==> src/ual_pkg.sv <==
// Package: shared constants, command codes and transaction types for the array list core.
`default_nettype none
package ual_pkg;

  localparam int CAPACITY = 32;
  localparam int DATA_W   = 32;
  localparam int IDX_W    = $clog2(CAPACITY);
  localparam int CNT_W    = $clog2(CAPACITY + 1);

  // Command codes
  localparam logic [2:0] CMD_INSERT     = 3'd0;
  localparam logic [2:0] CMD_REMOVE     = 3'd1;
  localparam logic [2:0] CMD_REMOVE_ODD = 3'd2;
  localparam logic [2:0] CMD_SORT       = 3'd3;
  localparam logic [2:0] CMD_READ       = 3'd4;

  typedef struct packed {
    logic [2:0]         command;
    logic signed [31:0] value;
    logic [4:0]         position;
  } in_t;

  typedef struct packed {
    logic               ok;
    logic signed [31:0] read_value;
    logic [5:0]         count;
    logic               is_empty;
    logic               is_full;
    logic signed [31:0] smallest;
  } out_t;

  // Result handoff from the sequencer to the output stage
  typedef struct packed {
    logic valid;
    out_t data;
  } res_t;

endpackage
`default_nettype wire

==> src/unordered_array_list_core.sv <==
// Top level: bounded unsorted list of signed words with an iterative sequencer.
// Each command ends with a walk over the entries for the smallest value; sort first runs
// bubble passes and remove/remove-odd first compact the list. Output stalls hold results.
// Throughput: one transaction at a time; the next is taken the cycle after the result is
// loaded, set by the walks over the single-read-port entry RAM.
// Reset clears the count, the sequencer state and the output valid flag.
`default_nettype none
module unordered_array_list_core (
  input  wire logic          clk,
  input  wire logic          rst,
  input  wire logic          in_valid,
  output logic               in_stall,
  input  wire ual_pkg::in_t  in_data,
  output logic               out_valid,
  input  wire logic          out_stall,
  output ual_pkg::out_t      out_data
);

  logic                                ctrl_idle;
  logic                                res_ready;
  ual_pkg::res_t                       ctrl_res;
  logic                                ram_we;
  logic [ual_pkg::IDX_W-1:0]           ram_waddr;
  logic [ual_pkg::DATA_W-1:0]          ram_wdata;
  logic [ual_pkg::IDX_W-1:0]           ram_raddr;
  logic [ual_pkg::DATA_W-1:0]          ram_rdata;
  logic signed [ual_pkg::DATA_W-1:0]   cmp_a;
  logic signed [ual_pkg::DATA_W-1:0]   cmp_b;
  logic                                cmp_lt;
  logic                                cmp_eq;

  assign in_stall  = !ctrl_idle;
  assign res_ready = !out_valid || !out_stall;

  ual_ctrl u_ctrl (
    .clk       (clk),
    .rst       (rst),
    .start     (in_valid && !in_stall),
    .cmd_in    (in_data),
    .idle      (ctrl_idle),
    .res_ready (res_ready),
    .res       (ctrl_res),
    .ram_we    (ram_we),
    .ram_waddr (ram_waddr),
    .ram_wdata (ram_wdata),
    .ram_raddr (ram_raddr),
    .ram_rdata (ram_rdata),
    .cmp_a     (cmp_a),
    .cmp_b     (cmp_b),
    .cmp_lt    (cmp_lt),
    .cmp_eq    (cmp_eq)
  );

  ual_ram #(
    .WIDTH (ual_pkg::DATA_W),
    .DEPTH (ual_pkg::CAPACITY)
  ) u_ram (
    .clk   (clk),
    .we    (ram_we),
    .waddr (ram_waddr),
    .wdata (ram_wdata),
    .raddr (ram_raddr),
    .rdata (ram_rdata)
  );

  ual_cmp u_cmp (
    .a  (cmp_a),
    .b  (cmp_b),
    .lt (cmp_lt),
    .eq (cmp_eq)
  );

  // Output register: holds a result while the sink stalls
  always_ff @(posedge clk) begin
    if (rst) begin
      out_valid <= 1'b0;
    end else if (ctrl_res.valid && res_ready) begin
      out_valid <= 1'b1;
      out_data  <= ctrl_res.data;
    end else if (!out_stall) begin
      out_valid <= 1'b0;
    end
  end

endmodule
`default_nettype wire

==> src/ual_ram.sv <==
// Generic simple dual-port RAM with registered read.
`default_nettype none
module ual_ram #(
  parameter int WIDTH = 32,
  parameter int DEPTH = 32
) (
  input  wire logic                     clk,
  input  wire logic                     we,
  input  wire logic [$clog2(DEPTH)-1:0] waddr,
  input  wire logic [WIDTH-1:0]         wdata,
  input  wire logic [$clog2(DEPTH)-1:0] raddr,
  output logic      [WIDTH-1:0]         rdata
);

  logic [WIDTH-1:0] mem [DEPTH];

  always_ff @(posedge clk) begin
    if (we) begin
      mem[waddr] <= wdata;
    end
    rdata <= mem[raddr];
  end

endmodule
`default_nettype wire

==> src/ual_cmp.sv <==
// Shared compare unit: signed less-than and equality of two words.
`default_nettype none
module ual_cmp (
  input  wire logic signed [ual_pkg::DATA_W-1:0] a,
  input  wire logic signed [ual_pkg::DATA_W-1:0] b,
  output logic                                   lt,
  output logic                                   eq
);

  assign lt = (a < b);
  assign eq = (a == b);

endmodule
`default_nettype wire

==> src/ual_ctrl.sv <==
// Sequencer: walks the entry RAM through the shared compare unit for every command.
`default_nettype none
module ual_ctrl (
  input  wire logic                                clk,
  input  wire logic                                rst,
  input  wire logic                                start,
  input  wire ual_pkg::in_t                        cmd_in,
  output logic                                     idle,
  input  wire logic                                res_ready,
  output ual_pkg::res_t                            res,
  // RAM port
  output logic                                     ram_we,
  output logic [ual_pkg::IDX_W-1:0]                ram_waddr,
  output logic [ual_pkg::DATA_W-1:0]               ram_wdata,
  output logic [ual_pkg::IDX_W-1:0]                ram_raddr,
  input  wire logic [ual_pkg::DATA_W-1:0]          ram_rdata,
  // Compare unit
  output logic signed [ual_pkg::DATA_W-1:0]        cmp_a,
  output logic signed [ual_pkg::DATA_W-1:0]        cmp_b,
  input  wire logic                                cmp_lt,
  input  wire logic                                cmp_eq
);

  typedef enum logic [3:0] {
    S_IDLE,
    S_INS,
    S_COMPACT,
    S_SORT,
    S_TAIL,
    S_RDA,
    S_RDB,
    S_MIN,
    S_DONE
  } state_t;

  localparam logic [ual_pkg::CNT_W-1:0] CAP = ual_pkg::CNT_W'(ual_pkg::CAPACITY);

  state_t                           state;
  logic [2:0]                       cmd;
  logic signed [ual_pkg::DATA_W-1:0] val;
  logic [4:0]                       pos;
  logic [ual_pkg::CNT_W-1:0]        used;
  logic [ual_pkg::CNT_W-1:0]        rptr;
  logic [ual_pkg::CNT_W-1:0]        rend;
  logic                             dvalid;
  logic [ual_pkg::IDX_W-1:0]        didx;
  logic [ual_pkg::CNT_W-1:0]        kept;
  logic                             found;
  logic signed [ual_pkg::DATA_W-1:0] carry;
  logic [ual_pkg::CNT_W-1:0]        lim;
  logic signed [ual_pkg::DATA_W-1:0] minv;
  logic                             ok;
  logic signed [ual_pkg::DATA_W-1:0] rdval;

  logic issue;
  logic drop;
  logic signed [ual_pkg::DATA_W-1:0] rdata_s;

  assign rdata_s = ram_rdata;
  assign cmp_a   = rdata_s;
  assign idle    = (state == S_IDLE);

  // Entry to discard during compaction: first match, or any odd value
  assign drop = (cmd == ual_pkg::CMD_REMOVE) ? (!found && cmp_eq) : ram_rdata[0];

  // RAM addressing, write data and compare operand selection
  always_comb begin
    issue     = 1'b0;
    ram_we    = 1'b0;
    ram_waddr = '0;
    ram_wdata = ram_rdata;
    ram_raddr = rptr[ual_pkg::IDX_W-1:0];
    cmp_b     = minv;
    case (state)
      S_INS: begin
        ram_we    = (used < CAP);
        ram_waddr = used[ual_pkg::IDX_W-1:0];
        ram_wdata = val;
      end
      S_COMPACT: begin
        issue     = (rptr < rend);
        cmp_b     = val;
        ram_we    = dvalid && !drop;
        ram_waddr = kept[ual_pkg::IDX_W-1:0];
      end
      S_SORT: begin
        issue     = (rptr < rend);
        cmp_b     = carry;
        ram_we    = dvalid && (didx != '0);
        ram_waddr = ual_pkg::IDX_W'(didx - 1'b1);
        ram_wdata = cmp_lt ? rdata_s : carry;
      end
      S_TAIL: begin
        ram_we    = 1'b1;
        ram_waddr = lim[ual_pkg::IDX_W-1:0];
        ram_wdata = carry;
      end
      S_RDA: begin
        ram_raddr = ual_pkg::IDX_W'(pos);
      end
      S_MIN: begin
        issue = (rptr < rend);
        cmp_b = minv;
      end
      default: begin
      end
    endcase
  end

  // Result fields straight from state registers
  always_comb begin
    res.valid           = (state == S_DONE);
    res.data.ok         = ok;
    res.data.read_value = rdval;
    res.data.count      = 6'(used);
    res.data.is_empty   = (used == '0);
    res.data.is_full    = (used == CAP);
    res.data.smallest   = minv;
  end

  // Sequencer
  always_ff @(posedge clk) begin
    if (rst) begin
      state  <= S_IDLE;
      used   <= '0;
      dvalid <= 1'b0;
    end else begin
      dvalid <= issue;
      didx   <= rptr[ual_pkg::IDX_W-1:0];
      if (issue) begin
        rptr <= rptr + 1'b1;
      end
      case (state)
        S_IDLE: begin
          if (start) begin
            cmd   <= cmd_in.command;
            val   <= cmd_in.value;
            pos   <= cmd_in.position;
            ok    <= 1'b0;
            rdval <= '0;
            rptr  <= '0;
            rend  <= used;
            kept  <= '0;
            found <= 1'b0;
            lim   <= used - 1'b1;
            case (cmd_in.command)
              ual_pkg::CMD_INSERT: state <= S_INS;
              ual_pkg::CMD_REMOVE,
              ual_pkg::CMD_REMOVE_ODD: state <= (used == '0) ? S_MIN : S_COMPACT;
              ual_pkg::CMD_SORT: begin
                ok    <= (used != '0);
                state <= (used > 1) ? S_SORT : S_MIN;
              end
              ual_pkg::CMD_READ: state <= S_RDA;
              default: state <= S_MIN;
            endcase
          end
        end
        S_INS: begin
          rptr <= '0;
          if (used < CAP) begin
            used <= used + 1'b1;
            rend <= used + 1'b1;
            ok   <= 1'b1;
          end
          state <= S_MIN;
        end
        S_COMPACT: begin
          if (dvalid) begin
            if (!drop) begin
              kept <= kept + 1'b1;
            end
            if ((cmd == ual_pkg::CMD_REMOVE) && !found && cmp_eq) begin
              found <= 1'b1;
            end
          end
          if (!issue && !dvalid) begin
            used  <= kept;
            ok    <= (cmd == ual_pkg::CMD_REMOVE) ? found : 1'b1;
            rptr  <= '0;
            rend  <= kept;
            state <= S_MIN;
          end
        end
        S_SORT: begin
          // carry holds the largest value seen so far in this pass
          if (dvalid) begin
            if (didx == '0 || !cmp_lt) begin
              carry <= rdata_s;
            end
          end
          if (!issue && !dvalid) begin
            state <= S_TAIL;
          end
        end
        S_TAIL: begin
          rptr <= '0;
          if (lim == 1) begin
            rend  <= used;
            state <= S_MIN;
          end else begin
            lim   <= lim - 1'b1;
            rend  <= lim;
            state <= S_SORT;
          end
        end
        S_RDA: begin
          state <= S_RDB;
        end
        S_RDB: begin
          if (32'(pos) < 32'(used)) begin
            ok    <= 1'b1;
            rdval <= rdata_s;
          end
          rptr  <= '0;
          rend  <= used;
          state <= S_MIN;
        end
        S_MIN: begin
          if (dvalid && (didx == '0 || cmp_lt)) begin
            minv <= rdata_s;
          end
          if (!issue && !dvalid) begin
            if (used == '0) begin
              minv <= '0;
            end
            state <= S_DONE;
          end
        end
        S_DONE: begin
          if (res_ready) begin
            state <= S_IDLE;
          end
        end
        default: state <= S_IDLE;
      endcase
    end
  end

  // Count never exceeds capacity
  a_used_bound: assert property (@(posedge clk) disable iff (rst) used <= CAP)
    else $error("entry count above capacity");

  // Compaction never writes ahead of the entry being read
  a_kept_behind: assert property (@(posedge clk) disable iff (rst)
    (state == S_COMPACT && dvalid) |-> (32'(kept) <= 32'(didx)))
    else $error("compaction write overtook read");

  // A sort pass limit stays inside the list
  a_sort_lim: assert property (@(posedge clk) disable iff (rst)
    (state == S_SORT || state == S_TAIL) |-> (lim < used && lim != '0))
    else $error("sort pass limit out of range");

  // A finished result is held until the output stage takes it
  a_res_hold: assert property (@(posedge clk) disable iff (rst)
    (res.valid && !res_ready) |=> (res.valid && $stable(res.data)))
    else $error("result dropped before handoff");

  // New transactions start only from idle
  a_start_idle: assert property (@(posedge clk) disable iff (rst) start |-> idle)
    else $error("transaction started while busy");

endmodule
`default_nettype wire
==> config.mk <==
export PLATFORM = sky130hd
export DESIGN_NAME = unordered_array_list_core
export DESIGN_NICKNAME = d
export VERILOG_FILES = /design/src/ual_pkg.sv /design/src/unordered_array_list_core.sv /design/src/ual_ram.sv /design/src/ual_cmp.sv /design/src/ual_ctrl.sv
export SDC_FILE = /design/constraint.sdc
export NUM_CORES = 2
export LEC_CHECK = 0
export ABC_AREA = 1
export BUFFER_PORTS_ARGS = -buffer_cell sky130_fd_sc_hd__clkbuf_2
export CAP_MARGIN = 20
export CORE_MARGIN = 4
export CORE_UTILIZATION = 49
export CTS_BUF_LIST = sky130_fd_sc_hd__clkbuf_16
export CTS_CLUSTER_SIZE = 10
export DETAILED_ROUTE_END_ITERATION = 7
export PLACE_DENSITY = 0.76
export SLEW_MARGIN = 15
export SYNTH_ARGS = -nofsm -noshare
export SYNTH_HDL_FRONTEND = slang
export SYNTH_SLANG_ARGS = --single-unit
==> constraint.sdc <==
create_clock -name clk -period 13.8 [get_ports clk]
set_input_delay 2.07 -clock clk [delete_from_list [all_inputs] [get_ports clk]]
set_output_delay 2.07 -clock clk [all_outputs]
set_load 0.01 [all_outputs]
# Yosys cells after proc, flatten, opt, wreduce, memory -nomap -nowiden
# Memories as Yosys holds them, arrays and structs flattened. A register that Yosys moved wholly into a read port is not among the register bits.
# Cells that the tools add are included.
# Widths: inputs -> output; s select.
dict set report word_totals {
  n_memories 1
  inputBits 44
  mem_bits_ro 0
  reg_bits 252
  latchBits 0
  mem_bits_rw 1024
  out_inout_bits 75
  wordCells 168
}
dict set report op_classes {
  eq_ne 28
  addsub 6
  n_reduce_logical 48
  n_shift 0
  mux 56
  multipliers 0
  n_lt_le_gt_ge 5
  div_mod_pow 0
  bitwise 1
}
# name words width read_ports rd_clocked_by_memory_dff write_ports line
set memory_table {}
lappend memory_table {u_ram.mem 32 32 1 1 1 ual_ram.sv:15} ;# logic [WIDTH-1:0] mem [DEPTH];
# op n
set op_table {}
lappend op_table {{$mux 32} 6}
lappend op_table {{$pmux 32 s2} 2}
lappend op_table {{$pmux 32 s3} 1}
lappend op_table {{$mux 6} 12}
lappend op_table {{$pmux 6 s2} 3}
lappend op_table {{$eq 32x32->1} 1}
lappend op_table {{$lt 32x32->1} 1}
lappend op_table {{$pmux 4 s8} 1}
lappend op_table {{$pmux 6 s5} 1}
lappend op_table {{$mux 4} 5}
lappend op_table {{$pmux 5 s4} 1}
lappend op_table {{$reduce_and 5->1} 4}
lappend op_table {{$add 6x1->6 const B} 3}
lappend op_table {{$ne 2x1->1 const B} 9}
lappend op_table {{$pmux 6 s3} 1}
lappend op_table {{$eq 4x3->1 const B} 4}
lappend op_table {{$pmux 4 s4} 1}
lappend op_table {{$mux 1} 15}
lappend op_table {{$reduce_and 4->1} 3}
lappend op_table {{$sub 6x1->6 const B} 2}
lappend op_table {{$reduce_bool 5->1} 2}
lappend op_table {{$logic_and 1x1->1} 9}
lappend op_table {{$mux 3} 3}
lappend op_table {{$eq 4x2->1 const B} 2}
lappend op_table {{31 further kinds} 52}

# Depth between registers and ports, before layout
dict set report logic_depth {
  word_depth 10
  mapped_depth 26
  mapped_depth_nobuf 24
}

# Modules after synthesis
# A second synthesis with hierarchy kept.
dict set report unflattened {
  hier_cells 4802
  area_unflattened_um2 55014.0
}
# module cells_each area_per_inst_um2 instances seq_area_each_um2
set modules_own_cells {}
lappend modules_own_cells {ual_ram 3536 42405.7 1 31390.1}
lappend modules_own_cells {ual_ctrl 1038 9464.1 1 5235.0}
lappend modules_own_cells {unordered_array_list_core 84 2258.4 1 2212.1}
lappend modules_own_cells {ual_cmp 144 885.8 1 0.0}

# Least setup slack after synthesis
# Ideal clock, no wire load.
dict set report synth_path {
  path_kind {input port to flip-flop}
  from {input port rst}
  to {register out_data[0] (netlist name), enable pin}
  n_path_buf 1
  path_slack_ns 7.472
  required_ns 13.296
  setup_ns 0.504
  arrival_time_ns 5.824
  path_stages 4
  cell_sequence {inv_1 clkbuf_1 nand2_1 nor2_1}
}
dict set report synth_between {
  elab_chain_len 2
}
# item line
set synth_lines {}
lappend synth_lines {{start: declaration} unordered_array_list_core.sv:10} ;# input wire logic rst,
lappend synth_lines {{$not 1->1 (no source line)} -}
lappend synth_lines {{$reduce_and 2->1 (no source line)} -}
lappend synth_lines {{end signal: assignment} unordered_array_list_core.sv:79} ;# out_data <= ctrl_res.data;
lappend synth_lines {{end: declaration} unordered_array_list_core.sv:16} ;# output ual_pkg::out_t out_data
# No other way between the ends.
# A chain may end at the register's enable or synchronous reset.

# Final worst setup path
dict set report layout_path {
  from {register u_ctrl.state[2]}
  to {memory u_ram.mem[3][31], enable pin}
}
dict set report layout_between {
  elab_chain_len 10
  word_cells_on_any_way 14
  classes_between {5 x eq/ne; 6 x mux; 3 x reduce/logical}
}
# item line
set layout_lines {}
lappend layout_lines {{start: declaration} ual_ctrl.sv:38} ;# state_t state;
lappend layout_lines {{start signal: assignment} ual_ctrl.sv:149} ;# ual_pkg::CMD_REMOVE_ODD: state <= (used == '0) ? S_MIN : S_COMPACT;
lappend layout_lines {{start signal: assignment} ual_ctrl.sv:152} ;# state <= (used > 1) ? S_SORT : S_MIN;
lappend layout_lines {{$eq 4x2->1} ual_ctrl.sv:74} ;# case (state)
lappend layout_lines {{$pmux 32 s2} ual_ctrl.sv:74}
lappend layout_lines {{$eq 32x32->1} ual_cmp.sv:11} ;# assign eq = (a == b);
lappend layout_lines {{$logic_and 1x1->1} ual_ctrl.sv:64} ;# assign drop = (cmd == ual_pkg::CMD_REMOVE) ? (!found && cmp_eq) : ram_rdata[0];
lappend layout_lines {{$mux 1} ual_ctrl.sv:64}
lappend layout_lines {{$logic_not 1->1} ual_ctrl.sv:83} ;# ram_we = dvalid && !drop;
lappend layout_lines {{$logic_and 1x1->1} ual_ctrl.sv:83}
lappend layout_lines {{$pmux 1 s4} ual_ctrl.sv:74}
lappend layout_lines {{$mux 1} ual_ram.sv:18} ;# if (we) begin
lappend layout_lines {{$mux 1 (implied by the code)} ual_ram.sv:19} ;# mem[waddr] <= wdata;
lappend layout_lines {{end: declaration} ual_ram.sv:15}
# Several ways; a longest one is shown, not always the timed one.

==> reports/qor.txt <==
outcome = finished, final reports clean
unrepaired setup endpoints after global routing = no
final worst-path cycle share = 41.1%
Nets = 4859
initial cell density of the core = 49.3%
final non-filler cell total = 6370
sequential area share after synthesis = 71.2%
kind of critical path = flip-flop to flip-flop
library cells used by synthesis = 46
Post-Syn Area = 0.0546 mm^2
hpwl dp = 82400 um
Pwr Total = 0.0158 W
root buffer selected by CTS = clkbuf_16
f_max = 176 MHz
Port Buf Inserts = 118
area delta synth->final = 12.9%
hold_buf cts = 0
die extent in y = 342 um
Die Area = 0.117 mm^2
Routed WL = 155000 um
Setup WS post-layout = 8.13 ns
total CTS buffers = 150
H-tree depth = 4
First-pass DRT Iterations = 6
Final Setup Violations = 0
crit path max fanout = 43
CTS Buffer Depth = 3
placed insts = 6100
ANT nets after route = 0
VDD IR-drop max = 0.203 mV
first-iteration detailed-routing DRC count = 6046
Worst Setup End Kind = flip-flop
crit path DAT = 6.05 ns
relative slew slack = 17.0%
Via density = 6.01
vias in the first global route = 36500
Fillers = 8624
Static Leak = 22.6 nW
drt wl/cell = 24.4 um
CTS tree = yes
gr ovfl total = 0
io pins = 119
post-cts resize count = 0
CTS Sinks = 1308
gr usage total = 26.1%
Power Dens Cells = 256 mW/mm^2
fraction of layout cells with a size suffix above 1 = 9.65%
Worst-Margin Slew = 1.25 ns
register area = 0.0388 mm^2
worst min path class = flip-flop to flip-flop
Die Width = 342 um
Remaining DRCs = 0
Reg clk slew, reported paths = 0.06 ns
CP Launch Type = flip-flop
pre-CTS setup slack = 8.24 ns
routed via count = 38300
Std-Cell Rows = 122
global-route wire length before repair = 229000 um
largest net degree at the start of global routing = 235
Post-Route Setup TNS = 0 ns
Max-Cap Viols = 0
GP Congestion = 0.919
Hold WS = 0.413 ns
core area = 0.111 mm^2
Post-Synthesis Cells = 4687
Syn. warnings = 0
fin crit period = 5.67 ns
Clock Latency Late Sink = 0.77 ns
final hold viol count = 0
post-CTS setup buffers = 0
Synth Area per Inst = 11.6 um^2
initial antenna violation count = 2
post-synthesis net count = 4780
Multi-input gate area = 0.0144 mm^2
Worst Skew = 0.0385 ns
Worst EP required = 14.19 ns
register bit total from synthesis = 1308
max-slew violation count = 0
[through the flow]
step                      area (um^2)  util, %
after floorplan                 54600        -
after global placement          56800     51.3
after detailed placement        57100     51.6
after CTS                       61600     55.6
after global routing            61600     55.7
final                           61600     55.7
[path summary, 6_finish.rpt]
path	from	to	slack [ns]	cells past startpoint
setup / recovery	u_ctrl.state[2]	u_ram.mem[3][31]	8.13	16
hold / removal	u_ctrl.rdval[6]	out_data[46]	0.41	0
setup reg to reg	u_ctrl.state[2]	u_ram.mem[3][31]	8.13	16
hold reg to reg	u_ctrl.rdval[6]	out_data[46]	0.41	0
[final cells by class]
class                   count  share of cell area, %
diodes                      1                0.00406
multi-input cells        2938                   23.4
repair buffers            205                   2.25
well taps                1488                   3.02
flip-flops and latches   1308                   63.0
clock buffers             151                   6.13
inverters                 163                   1.04
clock inverters           116                   1.10
[worst max-delay path: stages (launching register included)]
cell	delay [ns]
dfxtp_1	0.46
nor2_2	0.08
nand2_1	0.17
nor2_4	0.11
inv_2	0.65
o221ai_1	0.23
ha_1	0.40
nand2_1	0.12
nor2_1	0.07
nand2_1	0.07
nor2_1	0.09
nand4_1	0.17
a21oi_1	0.09
o21bai_1	0.34
nand3_1	0.79
nor2_4	0.89
buf_4	0.53
[power breakdown]
| group | switching [W] | internal (W) | leakage (nW) | total [W] |
|---|---|---|---|---|
| logic | 0.00464 | 0.00151 | 8.32 | 0.00616 |
| registers | 0.000227 | 0.00585 | 11.8 | 0.00607 |
| clock network | 0.00157 | 0.00199 | 2.51 | 0.00356 |
| total | 0.00644 | 0.00935 | 22.6 | 0.0158 |
[registers in the layout (all words and copies together), names as in the netlist]
name / flops
u_ram.mem: 1024
out_data: 73
u_ctrl.carry: 32
u_ctrl.minv: 32
u_ctrl.rdval: 32
u_ctrl.val: 32
u_ram.rdata: 32
u_ctrl.kept: 6
u_ctrl.lim: 6
u_ctrl.rend: 6
u_ctrl.rptr: 6
u_ctrl.used: 6
u_ctrl.didx: 5
u_ctrl.pos: 5
u_ctrl.state: 4
u_ctrl.cmd: 3
out_valid: 1
u_ctrl.dvalid: 1
u_ctrl.found: 1
u_ctrl.ok: 1
[cell usage after synthesis, drive strengths merged]
cell type | instances | area (um^2)
nor4 | 1 | 6.26
o21a | 2 | 15.0
a211oi | 1 | 7.51
nor3 | 15 | 80.1
a221oi | 31 | 272
or2 | 2 | 12.5
o21ai | 298 | 1500
ha | 49 | 613
xor2 | 8 | 70.1
nand3 | 278 | 1400
edfxtp | 1264 | 38000
a21boi | 1 | 7.51
nor2 | 463 | 1760
buf | 155 | 806
nand2 | 1365 | 5140
nand4 | 7 | 50.1
xnor2 | 2 | 17.5
a31oi | 4 | 25.0
a21o | 2 | 15.0
o31ai | 1 | 7.51
o211ai | 262 | 1970
o221ai | 31 | 272
o22ai | 5 | 31.3
nor3b | 1 | 7.51
o21bai | 4 | 30.0
inv | 161 | 607
o2111ai | 1 | 8.76
a21oi | 103 | 515
dfxtp | 44 | 881
clkinv | 2 | 7.51
nand3b | 1 | 7.51
clkbuf | 123 | 462
[routing by layer]
| layer | vias to the layer above | track usage [%] | wire, um |
|---|---|---|---|
| li1 | 16700 | - | - |
| met1 | 18200 | 34.5 | 55400 |
| met2 | 2858 | 40.5 | 70400 |
| met3 | 539 | 5.86 | 20200 |
| met4 | 0 | 14.3 | 9220 |
| met5 | - | 0 | 0 |
[logic make-up after synthesis]
logic type	after synthesis	synth area share, %
simple gates	2133	15.5
flops	1308	71.2
compound gates	746	8.57
buf+inv	441	3.45
fa+ha+maj	49	1.12
xor+xnor	10	0.161
[layout by cell type (no fill, tap or decap), types with 8 or more instances in the layout]
cell	count
nor3_1	13
nor2_4	38
inv_1	247
buf_6	9
edfxtp_1	1264
nand2_1	1361
o221ai_1	31
dfxtp_1	43
ha_1	49
a21oi_1	72
nand3_1	275
xor2_1	8
clkbuf_2	118
clkbuf_16	151
buf_4	69
o211ai_1	262
a21oi_4	17
a21oi_2	14
nor2_1	421
a221oi_1	31
o21ai_0	294
Power figures use the tool's default switching activity.
